**src/hw/rtl/bmcs_pkg.sv**
```systemverilog
// ----------------------------------------------------------------------------
// Bus master command sequencer package
// Shared widths, codes, payload layouts and default sizes.
// ----------------------------------------------------------------------------
`timescale 1ns / 1ps
`default_nettype none

package bmcs_pkg;

   // Default sizes.
   localparam int BMCS_QUEUE_DEPTH  = 16;
   localparam int BMCS_LOG_DEPTH    = 16;
   localparam int BMCS_PAYLOAD_BITS = 64;

   // Field widths.
   localparam int KIND_W   = 2;
   localparam int FUNC_W   = 5;
   localparam int PAY_W    = 64;
   localparam int STATUS_W = 2;
   localparam int CODE_W   = 8;
   localparam int IDX_W    = 4;
   localparam int COUNT_W  = 5;
   localparam int TIMER_W  = 16;
   localparam int CSR_IDX_W  = 8;
   localparam int CSR_DATA_W = 16;
   localparam int REQ_DATA_W = 88;
   localparam int RSP_DATA_W = 88;

   // Item kinds.
   localparam logic [KIND_W-1:0] KIND_PUSH = 2'd0;
   localparam logic [KIND_W-1:0] KIND_TICK = 2'd1;
   localparam logic [KIND_W-1:0] KIND_POLL = 2'd2;
   localparam logic [KIND_W-1:0] KIND_READ = 2'd3;

   // Transaction status codes.
   localparam logic [STATUS_W-1:0] STATUS_BUSY    = 2'd0;
   localparam logic [STATUS_W-1:0] STATUS_SUCCESS = 2'd1;
   localparam logic [STATUS_W-1:0] STATUS_FAIL    = 2'd2;

   // Sequencer steps.
   localparam logic [2:0] STEP_POP     = 3'd0;
   localparam logic [2:0] STEP_EXEC    = 3'd1;
   localparam logic [2:0] STEP_TIMEOUT = 3'd2;
   localparam logic [2:0] STEP_SAVE    = 3'd3;
   localparam logic [2:0] STEP_DONE    = 3'd4;
   localparam logic [2:0] STEP_CLEAR   = 3'd5;

   // Configuration register indexes.
   localparam logic [CSR_IDX_W-1:0] CSR_TIMEOUT_LIMIT = 8'd0;
   localparam logic [CSR_IDX_W-1:0] CSR_TIMEOUT_CODE  = 8'd1;

   localparam logic [TIMER_W-1:0] TIMEOUT_LIMIT_RESET = 16'd500;
   localparam logic [CODE_W-1:0]  TIMEOUT_CODE_RESET  = 8'd255;
   localparam logic [TIMER_W-1:0] TIMER_MAX           = 16'hFFFF;

   typedef struct packed {
      logic [KIND_W-1:0]   kind;
      logic [FUNC_W-1:0]   cmd_function;
      logic [PAY_W-1:0]    cmd_payload;
      logic [STATUS_W-1:0] txn_status;
      logic [CODE_W-1:0]   slave_error_code;
      logic [IDX_W-1:0]    log_index;
   } item_type;

   typedef struct packed {
      logic [TIMER_W-1:0] timeout_limit_ms;
      logic [CODE_W-1:0]  timeout_error_code;
   } cfg_type;

   typedef struct packed {
      logic               issue_valid;
      logic [FUNC_W-1:0]  issue_function;
      logic [PAY_W-1:0]   issue_payload;
      logic               done_res;
      logic               failed;
      logic               timed_out;
      logic [COUNT_W-1:0] error_count;
      logic [CODE_W-1:0]  log_code;
   } rsp_type;

endpackage

`default_nettype wire

```
**src/hw/rtl/bmcs_cmd_queue.sv**
```systemverilog
// ----------------------------------------------------------------------------
// Command queue memory
// Ring storage for function numbers and payloads, one write and one
// registered read port.
// ----------------------------------------------------------------------------
`timescale 1ns / 1ps
`default_nettype none

module bmcs_cmd_queue
   import bmcs_pkg::*;
#(
   parameter int QUEUE_DEPTH  = BMCS_QUEUE_DEPTH,
   parameter int PAYLOAD_BITS = BMCS_PAYLOAD_BITS,
   localparam int QA = $clog2(QUEUE_DEPTH)
) (
   input  wire logic                    clock,
   input  wire logic                    wr_en,
   input  wire logic [QA-1:0]           wr_addr,
   input  wire logic [FUNC_W-1:0]       wr_function,
   input  wire logic [PAYLOAD_BITS-1:0] wr_payload,
   input  wire logic                    rd_en,
   input  wire logic [QA-1:0]           rd_addr,
   output logic      [FUNC_W-1:0]       rd_function,
   output logic      [PAYLOAD_BITS-1:0] rd_payload
);

   logic [FUNC_W+PAYLOAD_BITS-1:0] mem [QUEUE_DEPTH];
   logic [FUNC_W+PAYLOAD_BITS-1:0] rd_data_ff;

   always_ff @(posedge clock) begin
      if (wr_en) begin
         mem[wr_addr] <= {wr_function, wr_payload};
      end
   end

   always_ff @(posedge clock) begin
      if (rd_en) begin
         rd_data_ff <= mem[rd_addr];
      end
   end

   assign rd_function = rd_data_ff[FUNC_W+PAYLOAD_BITS-1:PAYLOAD_BITS];
   assign rd_payload  = rd_data_ff[PAYLOAD_BITS-1:0];

endmodule

`default_nettype wire

```
**src/hw/rtl/bmcs_err_log.sv**
```systemverilog
// ----------------------------------------------------------------------------
// Error log memory
// Holds logged error codes, one write and one registered read port.
// ----------------------------------------------------------------------------
`timescale 1ns / 1ps
`default_nettype none

module bmcs_err_log
   import bmcs_pkg::*;
#(
   parameter int LOG_DEPTH = BMCS_LOG_DEPTH,
   localparam int LA = (LOG_DEPTH > 1) ? $clog2(LOG_DEPTH) : 1
) (
   input  wire logic              clock,
   input  wire logic              wr_en,
   input  wire logic [LA-1:0]     wr_addr,
   input  wire logic [CODE_W-1:0] wr_code,
   input  wire logic              rd_en,
   input  wire logic [LA-1:0]     rd_addr,
   output logic      [CODE_W-1:0] rd_code
);

   logic [CODE_W-1:0] mem [LOG_DEPTH];
   logic [CODE_W-1:0] rd_code_ff;

   always_ff @(posedge clock) begin
      if (wr_en) begin
         mem[wr_addr] <= wr_code;
      end
   end

   always_ff @(posedge clock) begin
      if (rd_en) begin
         rd_code_ff <= mem[rd_addr];
      end
   end

   assign rd_code = rd_code_ff;

endmodule

`default_nettype wire

```
**src/hw/rtl/bmcs_seq.sv**
```systemverilog
// ----------------------------------------------------------------------------
// Sequencer core
// Queue pointers, sequencer step, millisecond timer and log fill count.
// Works out one result and the memory writes for the item in hand.
// ----------------------------------------------------------------------------
`timescale 1ns / 1ps
`default_nettype none

module bmcs_seq
   import bmcs_pkg::*;
#(
   parameter int QUEUE_DEPTH  = BMCS_QUEUE_DEPTH,
   parameter int LOG_DEPTH    = BMCS_LOG_DEPTH,
   parameter int PAYLOAD_BITS = BMCS_PAYLOAD_BITS,
   localparam int QA = $clog2(QUEUE_DEPTH),
   localparam int LA = (LOG_DEPTH > 1) ? $clog2(LOG_DEPTH) : 1,
   localparam int CW = $clog2(LOG_DEPTH + 1)
) (
   input  wire logic                    clock,
   input  wire logic                    reset,
   input  wire logic                    exec,
   input  wire item_type                item,
   input  wire cfg_type                 cfg,
   input  wire logic [FUNC_W-1:0]       q_rd_function,
   input  wire logic [PAYLOAD_BITS-1:0] q_rd_payload,
   input  wire logic [CODE_W-1:0]       log_rd_code,
   output logic      [QA-1:0]           q_rd_addr,
   output logic                         q_wr_en,
   output logic      [QA-1:0]           q_wr_addr,
   output logic                         log_wr_en,
   output logic      [LA-1:0]           log_wr_addr,
   output logic      [CODE_W-1:0]       log_wr_code,
   output rsp_type                      rsp
);

   logic [QA-1:0]      wptr_ff, wptr_in;
   logic [QA-1:0]      rptr_ff, rptr_in;
   logic [2:0]         step_ff, step_in;
   logic [TIMER_W-1:0] timer_ff, timer_in;
   logic [CW-1:0]      count_ff, count_in;

   logic               do_pop;
   logic               log_add;
   logic [CODE_W-1:0]  log_add_code;

   function automatic logic [QA-1:0] ptr_inc(input logic [QA-1:0] p);
      ptr_inc = (p == QA'(QUEUE_DEPTH - 1)) ? '0 : p + 1'b1;
   endfunction

   assign q_rd_addr = rptr_ff;
   assign q_wr_addr = wptr_ff;

   always_comb begin
      wptr_in      = wptr_ff;
      rptr_in      = rptr_ff;
      step_in      = step_ff;
      timer_in     = timer_ff;
      count_in     = count_ff;
      do_pop       = 1'b0;
      log_add      = 1'b0;
      log_add_code = '0;
      q_wr_en      = 1'b0;
      log_wr_en    = 1'b0;
      log_wr_addr  = LA'(count_ff);
      log_wr_code  = '0;
      rsp          = '0;

      case (item.kind)
         KIND_PUSH: begin
            q_wr_en = exec;
            wptr_in = ptr_inc(wptr_ff);
         end
         KIND_TICK: begin
            if (timer_ff != TIMER_MAX) begin
               timer_in = timer_ff + 1'b1;
            end
         end
         KIND_POLL: begin
            case (step_ff)
               STEP_CLEAR: begin
                  // Entries at or above the fill count read as zero, so
                  // resetting the count empties the log.
                  wptr_in  = '0;
                  rptr_in  = '0;
                  count_in = '0;
                  step_in  = STEP_POP;
                  timer_in = '0;
               end
               STEP_POP: begin
                  do_pop = 1'b1;
               end
               STEP_EXEC: begin
                  if (item.txn_status == STATUS_SUCCESS) begin
                     step_in = STEP_DONE;
                  end
                  if (item.txn_status == STATUS_FAIL) begin
                     step_in = STEP_SAVE;
                  end
                  if (timer_ff > cfg.timeout_limit_ms) begin
                     step_in = STEP_TIMEOUT;
                  end
               end
               STEP_TIMEOUT: begin
                  log_add       = 1'b1;
                  log_add_code  = cfg.timeout_error_code;
                  rsp.failed    = 1'b1;
                  rsp.timed_out = 1'b1;
                  step_in       = STEP_CLEAR;
               end
               STEP_SAVE: begin
                  log_add      = 1'b1;
                  log_add_code = item.slave_error_code;
                  rsp.done_res = 1'b1;
                  rsp.failed   = 1'b1;
                  step_in      = STEP_POP;
               end
               STEP_DONE: begin
                  rsp.done_res = 1'b1;
                  step_in      = STEP_POP;
               end
               default: begin
               end
            endcase
         end
         KIND_READ: begin
            if (9'(item.log_index) < 9'(count_ff)) begin
               rsp.log_code = log_rd_code;
            end
         end
         default: begin
         end
      endcase

      if (do_pop) begin
         timer_in = '0;
         if (wptr_ff != rptr_ff) begin
            rsp.issue_valid    = 1'b1;
            rsp.issue_function = q_rd_function;
            rsp.issue_payload  = PAY_W'(q_rd_payload);
            rptr_in            = ptr_inc(rptr_ff);
            step_in            = STEP_EXEC;
         end
      end

      if (log_add && (count_ff < CW'(LOG_DEPTH))) begin
         log_wr_en   = exec;
         log_wr_code = log_add_code;
         count_in    = count_ff + 1'b1;
      end

      rsp.error_count = COUNT_W'(count_in);
   end

   always_ff @(posedge clock) begin
      if (reset) begin
         wptr_ff  <= '0;
         rptr_ff  <= '0;
         step_ff  <= STEP_POP;
         timer_ff <= '0;
         count_ff <= '0;
      end else if (exec) begin
         wptr_ff  <= wptr_in;
         rptr_ff  <= rptr_in;
         step_ff  <= step_in;
         timer_ff <= timer_in;
         count_ff <= count_in;
      end
   end

endmodule

`default_nettype wire

```
**src/hw/rtl/bus_master_command_sequencer_top.sv**
```systemverilog
// ----------------------------------------------------------------------------
// Bus master command sequencer
// Queues bus commands, issues them on poll items, tracks their outcome
// against a millisecond timer and keeps an error log.
//
//   Channel | Direction | Handshake               | Payload
//   req     | in        | req_tvalid / req_tready | req_tdata, req_tuser (kind)
//   rsp     | out       | rsp_tvalid / rsp_tready | rsp_tdata
//   csr     | in        | csr_valid / csr_ready   | csr_index, csr_data
//
// Each item is handled in a transfer cycle, which issues the registered reads
// of the command queue and the error log, and an execute step, which updates
// state and loads the result register. The registered memory reads set this.
// A result waiting in the output register does not block the next transfer;
// the execute step holds while the register is still full.
// Reset is synchronous; the log needs no clearing pass, as its fill count
// masks entries not yet written. The csr port is always ready.
// ----------------------------------------------------------------------------
`timescale 1ns / 1ps
`default_nettype none

module bus_master_command_sequencer_top
   import bmcs_pkg::*;
#(
   parameter int QUEUE_DEPTH  = BMCS_QUEUE_DEPTH,
   parameter int LOG_DEPTH    = BMCS_LOG_DEPTH,
   parameter int PAYLOAD_BITS = BMCS_PAYLOAD_BITS
) (
   input  wire logic                  clock,
   input  wire logic                  reset,
   input  wire logic                  req_tvalid,
   output logic                       req_tready,
   // cmd_function[4:0], cmd_payload[68:5], txn_status[70:69],
   // slave_error_code[78:71], log_index[82:79], zero pad[87:83]
   input  wire logic [REQ_DATA_W-1:0] req_tdata,
   // kind[1:0]
   input  wire logic [KIND_W-1:0]     req_tuser,
   output logic                       rsp_tvalid,
   input  wire logic                  rsp_tready,
   // issue_valid[0], issue_function[5:1], issue_payload[69:6], done_res[70],
   // failed[71], timed_out[72], error_count[77:73], log_code[85:78],
   // zero pad[87:86]
   output logic      [RSP_DATA_W-1:0] rsp_tdata,
   input  wire logic                  csr_valid,
   output logic                       csr_ready,
   input  wire logic [CSR_IDX_W-1:0]  csr_index,
   input  wire logic [CSR_DATA_W-1:0] csr_data
);

   localparam int QA = $clog2(QUEUE_DEPTH);
   localparam int LA = (LOG_DEPTH > 1) ? $clog2(LOG_DEPTH) : 1;

   localparam logic PH_IDLE = 1'b0;
   localparam logic PH_EXEC = 1'b1;

   logic     phase_ff;
   item_type item_ff;
   item_type item_in;
   cfg_type  cfg_ff;
   rsp_type  rsp_ff;
   rsp_type  rsp_calc;
   logic     rsp_valid_ff;
   logic     req_accept;
   logic     exec;

   logic [QA-1:0]           q_rd_addr;
   logic                    q_wr_en;
   logic [QA-1:0]           q_wr_addr;
   logic [FUNC_W-1:0]       q_rd_function;
   logic [PAYLOAD_BITS-1:0] q_rd_payload;
   logic                    log_wr_en;
   logic [LA-1:0]           log_wr_addr;
   logic [CODE_W-1:0]       log_wr_code;
   logic [CODE_W-1:0]       log_rd_code;

   assign req_tready = (phase_ff == PH_IDLE);
   assign req_accept = req_tvalid && req_tready;
   assign exec       = (phase_ff == PH_EXEC) && (!rsp_valid_ff || rsp_tready);
   assign csr_ready  = 1'b1;

   always_comb begin
      item_in.kind             = req_tuser;
      item_in.cmd_function     = req_tdata[4:0];
      item_in.cmd_payload      = req_tdata[68:5];
      item_in.txn_status       = req_tdata[70:69];
      item_in.slave_error_code = req_tdata[78:71];
      item_in.log_index        = req_tdata[82:79];
   end

   always_ff @(posedge clock) begin
      if (reset) begin
         phase_ff <= PH_IDLE;
      end else if (req_accept) begin
         phase_ff <= PH_EXEC;
      end else if (exec) begin
         phase_ff <= PH_IDLE;
      end
   end

   always_ff @(posedge clock) begin
      if (req_accept) begin
         item_ff <= item_in;
      end
   end

   always_ff @(posedge clock) begin
      if (reset) begin
         cfg_ff.timeout_limit_ms   <= TIMEOUT_LIMIT_RESET;
         cfg_ff.timeout_error_code <= TIMEOUT_CODE_RESET;
      end else if (csr_valid && csr_ready) begin
         case (csr_index)
            CSR_TIMEOUT_LIMIT: cfg_ff.timeout_limit_ms   <= csr_data;
            CSR_TIMEOUT_CODE:  cfg_ff.timeout_error_code <= csr_data[CODE_W-1:0];
            default: begin
            end
         endcase
      end
   end

   always_ff @(posedge clock) begin
      if (reset) begin
         rsp_valid_ff <= 1'b0;
      end else if (exec) begin
         rsp_valid_ff <= 1'b1;
      end else if (rsp_tready) begin
         rsp_valid_ff <= 1'b0;
      end
   end

   always_ff @(posedge clock) begin
      if (exec) begin
         rsp_ff <= rsp_calc;
      end
   end

   assign rsp_tvalid = rsp_valid_ff;
   assign rsp_tdata  = {2'b00, rsp_ff.log_code, rsp_ff.error_count, rsp_ff.timed_out,
                        rsp_ff.failed, rsp_ff.done_res, rsp_ff.issue_payload,
                        rsp_ff.issue_function, rsp_ff.issue_valid};

   bmcs_cmd_queue #(
      .QUEUE_DEPTH  (QUEUE_DEPTH),
      .PAYLOAD_BITS (PAYLOAD_BITS)
   ) u_cmd_queue (
      .clock       (clock),
      .wr_en       (q_wr_en),
      .wr_addr     (q_wr_addr),
      .wr_function (item_ff.cmd_function),
      .wr_payload  (item_ff.cmd_payload[PAYLOAD_BITS-1:0]),
      .rd_en       (req_accept),
      .rd_addr     (q_rd_addr),
      .rd_function (q_rd_function),
      .rd_payload  (q_rd_payload)
   );

   bmcs_err_log #(
      .LOG_DEPTH (LOG_DEPTH)
   ) u_err_log (
      .clock   (clock),
      .wr_en   (log_wr_en),
      .wr_addr (log_wr_addr),
      .wr_code (log_wr_code),
      .rd_en   (req_accept),
      .rd_addr (LA'(item_in.log_index)),
      .rd_code (log_rd_code)
   );

   bmcs_seq #(
      .QUEUE_DEPTH  (QUEUE_DEPTH),
      .LOG_DEPTH    (LOG_DEPTH),
      .PAYLOAD_BITS (PAYLOAD_BITS)
   ) u_seq (
      .clock         (clock),
      .reset         (reset),
      .exec          (exec),
      .item          (item_ff),
      .cfg           (cfg_ff),
      .q_rd_function (q_rd_function),
      .q_rd_payload  (q_rd_payload),
      .log_rd_code   (log_rd_code),
      .q_rd_addr     (q_rd_addr),
      .q_wr_en       (q_wr_en),
      .q_wr_addr     (q_wr_addr),
      .log_wr_en     (log_wr_en),
      .log_wr_addr   (log_wr_addr),
      .log_wr_code   (log_wr_code),
      .rsp           (rsp_calc)
   );

endmodule

`default_nettype wire

```
**config.mk**
```make
export PLATFORM = sky130hd
export DESIGN_NAME = bus_master_command_sequencer_top
export DESIGN_NICKNAME = d
export VERILOG_FILES = /design/src/hw/rtl/bmcs_pkg.sv /design/src/hw/rtl/bmcs_cmd_queue.sv /design/src/hw/rtl/bmcs_err_log.sv /design/src/hw/rtl/bmcs_seq.sv /design/src/hw/rtl/bus_master_command_sequencer_top.sv
export SDC_FILE = /design/constraint.sdc
export NUM_CORES = 1
export LEC_CHECK = 0
export ABC_AREA = 1
export BUFFER_PORTS_ARGS = -buffer_cell sky130_fd_sc_hd__buf_4
export CAP_MARGIN = 20
export CORE_ASPECT_RATIO = 0.6
export CORE_MARGIN = 5
export CORE_UTILIZATION = 58
export DETAILED_ROUTE_END_ITERATION = 7
export PLACE_DENSITY = 0.75
export SLEW_MARGIN = 30
export SYNTH_ARGS = -nofsm -noshare
export SYNTH_HDL_FRONTEND = slang
export SYNTH_SLANG_ARGS = --single-unit
```
**constraint.sdc**
```tcl
create_clock -name clock -period 9.5 [get_ports clock]
set_clock_uncertainty 0.2 [all_clocks]
set_input_delay 0 -clock clock [delete_from_list [all_inputs] [get_ports clock]]
set_output_delay 0 -clock clock [all_outputs]
set_load 0.02 [all_outputs]
```
==> impl_metrics.env <==
export IMPL_rrSetupSlack_ns=4.87
export IMPL_cts_max_level=4
export IMPL_p_leak_nw=23.3
export IMPL_initial_core_util=0.587
export IMPL_pin_count=210
export IMPL_cts_buffers=133
export IMPL_crit_slowest_cell="nor2_4"
export IMPL_cts_sinks=1538
export IMPL_final_common_cell="edfxtp_1"
export IMPL_place_congestion=0.825
export IMPL_cts_root_buf="clkbuf_16"
export IMPL_crit_family="buffers and inverters"
export IMPL_yosys_area_top_type="edfxtp_1"
export IMPL_total_power_mw=13.1
export IMPL_tightestPinTransition_ns=1.02
export IMPL_synth_ff_type="edfxtp_1"
export IMPL_post_place_ws_ns=4.78
export IMPL_seq_area_frac_synth=0.769
export IMPL_layout_common_cells="edfxtp_1 (1,480), nor2_1 (695), o21ai_0 (609), nand2_1 (266), buf_4 (251)"
export IMPL_final_area_um2=68400
export IMPL_crit_end="u_cmd_queue.mem[1][50]"
export IMPL_postSynthAreaPerCell_um2=13.8
export IMPL_drive_gt1_frac=0.109
export IMPL_fin_ws_ns=4.86
export IMPL_vdd_drop_max_uv=183
export IMPL_cts_path_max_buffers=3
export IMPL_synthesis_area_um2=59300
export IMPL_hpwl_mm=71.7
export IMPL_num_nets_final=4825
export IMPL_crit_path_end_kind="flop"
export IMPL_synth_top_area_frac=0.749
export IMPL_max_stage_delay_ns=0.66
export IMPL_rsz0062_at_grt="no"
export IMPL_async_reset_ff_frac=0
export IMPL_cp_startpoint="rsp_tready"
export IMPL_hold_viol=0
export IMPL_post_route_util=0.677
export IMPL_grt_max_degree=217
export IMPL_port_buffers=201
export IMPL_viasPerCell=6.13
export IMPL_hold_class="input port to flop"
export IMPL_reg2reg_from="phase_ff"
export IMPL_yosys_warnings=0
export IMPL_clkTransAtPathRegs_ns=0.07
export IMPL_status="completed"
export IMPL_dr_first_iter_drc_count=4952
export IMPL_path_depth=12
export IMPL_path_cells="dlygate4sd3_1 > buf_4 > dlygate4sd3_1 > inv_1 > a21oi_4 > buf_4 > inv_1 > nor2_1 > nand2_1 > nor2_4 > buf_4 > buf_4"
export IMPL_fin_cells=6104
export IMPL_slew_headroom=0.318
export IMPL_synth_cell_types=49
export IMPL_core_area_um2=101000
export IMPL_grt_use_total=0.257
export IMPL_grt_ovfl_total=0
export IMPL_period_share=0.489
export IMPL_reg2regPathDepth=9
export IMPL_ant_nets=0
export IMPL_die_w_um=423
export IMPL_firstDrtPassIters=5
export IMPL_criticalPathCategory="input port to flop"
export IMPL_vias=37412
export IMPL_max_clock_freq_ghz=0.215
export IMPL_dp_cells=5642
export IMPL_maxCapViolCount=0
export IMPL_crit_top_cell="buf_4"
export IMPL_path_buf_inv=8
export IMPL_crit_required_ns=9.67
export IMPL_synthCells=4315
export IMPL_std_cell_rows=90
export IMPL_ys_seq_elements=1538
export IMPL_cts_tree="done"
export IMPL_grt_pass1_wl_mm=215
export IMPL_syn_to_final_growth_pct=15.3
export IMPL_synth_edf_count=1480
export IMPL_place_area_um2=62100
export IMPL_wirelength_mm=143
export IMPL_power_density_nw_per_um2=192
export IMPL_hold_ws_ns=0.110
export IMPL_setup_viol=0
export IMPL_tns_ns=0
export IMPL_slew_violations=0
export IMPL_antenna_found_initial=6
export IMPL_grt_pass1_vias=35291
export IMPL_crit_arrival_ns=4.82
export IMPL_crit_path_start_kind="input port"
export IMPL_post_drt_wl_per_cell_um=23.4
export IMPL_insertion_delay_ns=0.75
export IMPL_critPathMaxFanout=45
export IMPL_period_needed_ns=4.64
export IMPL_dieArea_um2=109000
export IMPL_drc=0
export IMPL_ys_top_cells_by_area="edfxtp_1 (75%), o21ai_0 (5.1%), nor2_1 (4.5%), dfxtp_1 (2.0%), o22ai_1 (1.8%)"
export IMPL_timing_rr_end="u_cmd_queue.mem[1][50]"
export IMPL_die_height_um=258
==> layout make-up <==
class                           count  area (µm²)
Sequential cell                  1538       45600
Fill cell                        6740       32600
Multi-Input combinational cell   2317       12000
Timing Repair Buffer              489        4360
Clock buffer                      158        3530
Tap cell                         1334        1670
Inverter                          194         758
Clock inverter                     67         452
Antenna cell                        7        17.5
==> power breakdown <==
part	internal [mW]	switching, mW	total [mW]
Sequential	7.51	0.0928	7.61
Combinational	0.159	0.222	0.381
Clock	2.78	2.34	5.12
Total	10.4	2.66	13.1
==> cell usage after synthesis, types with 9 or more instances <==
master / instances
inv_2: 14
a21oi_2: 13
buf_2: 57
nand3_1: 138
clkbuf_1: 187
buf_1: 13
nor2_1: 717
inv_1: 175
mux2i_1: 32
nand2_2: 11
a21oi_1: 63
nand2_1: 267
ha_1: 33
edfxtp_1: 1480
nand4_1: 9
o21ai_1: 9
o211ai_1: 72
o22ai_1: 169
dfxtp_1: 58
nor3_1: 9
o21ai_0: 609
o221ai_1: 110
==> cells by family (layout without fill, tap and decap cells) <==
group                    after synthesis  after routing  share of synthesized area
AO/OA/AOI/OAI                       1063           1063                      0.105
XOR/XNOR                              13             13                    0.00192
other                                  2             10                   0.000127
adder cells (fa/ha/maj)               33             33                    0.00696
AND/OR/NAND/NOR                     1173           1173                     0.0806
buffers and inverters                461            908                     0.0315
flip-flops                          1538           1538                      0.769
multiplexers                          32             32                    0.00540
==> routing by layer <==
| layer | vias to the layer above | global-route usage | share of wire |
|---|---|---|---|
| li1 | 16644 | - | - |
| met1 | 18356 | 0.385 | 0.41 |
| met2 | 2128 | 0.382 | 0.45 |
| met3 | 282 | 0.0513 | 0.11 |
| met4 | 2 | 0.0880 | 0.029 |
| met5 | - | 0 | 0.000091 |
==> sequential cells by signal, summed over array words and instances (netlist names) <==
name and flops:
u_cmd_queue.mem 1104, u_err_log.mem 128, rsp_tdata 86, item_ff 85, u_cmd_queue.rd_data_ff 69, cfg_ff 24
u_seq.timer_ff 16, u_err_log.rd_code 8, u_seq.count_ff 5, u_seq.q_rd_addr 4, u_seq.q_wr_addr 4, u_seq.step_ff 3
phase_ff 1, rsp_tvalid 1
==> what timing repair did <==
| item | CTS | global route |
|---|---|---|
| gates resized for setup | 0 | 0 |
| endpoints found under the hold margin | 281 | 0 |
| setup buffers | 0 | 0 |
| hold buffers | 227 | 0 |
==> worst register-to-register path, stage by stage, from the launching register on <==
cell and delay (ns):
dfxtp_1 0.39, inv_1 0.13, a21oi_4 0.13, buf_4 0.59, inv_1 0.27, nor2_1 0.33, nand2_1 0.32, nor2_4 0.67
buf_4 0.60, buf_4 0.60
==> how the worst min path moves through the flow <==
stage | start | end | slack, ns | cells after the start
6_report | req_tdata[80] | item_ff[1] | 0.11 | 2
5_1_grt | req_tdata[80] | item_ff[1] | 0.12 | 2
4_1_cts | req_tdata[82] | u_err_log.rd_code[1] | 0.04 | 4
3_5_place_dp | req_tdata[14] | item_ff[23] | -0.02 | 1
3_3_place_gp | req_tdata[34] | item_ff[43] | -0.02 | 1
2_1_floorplan | req_tdata[79] | item_ff[0] | -0.10 | 0
Power figures use the tool's default switching activity.
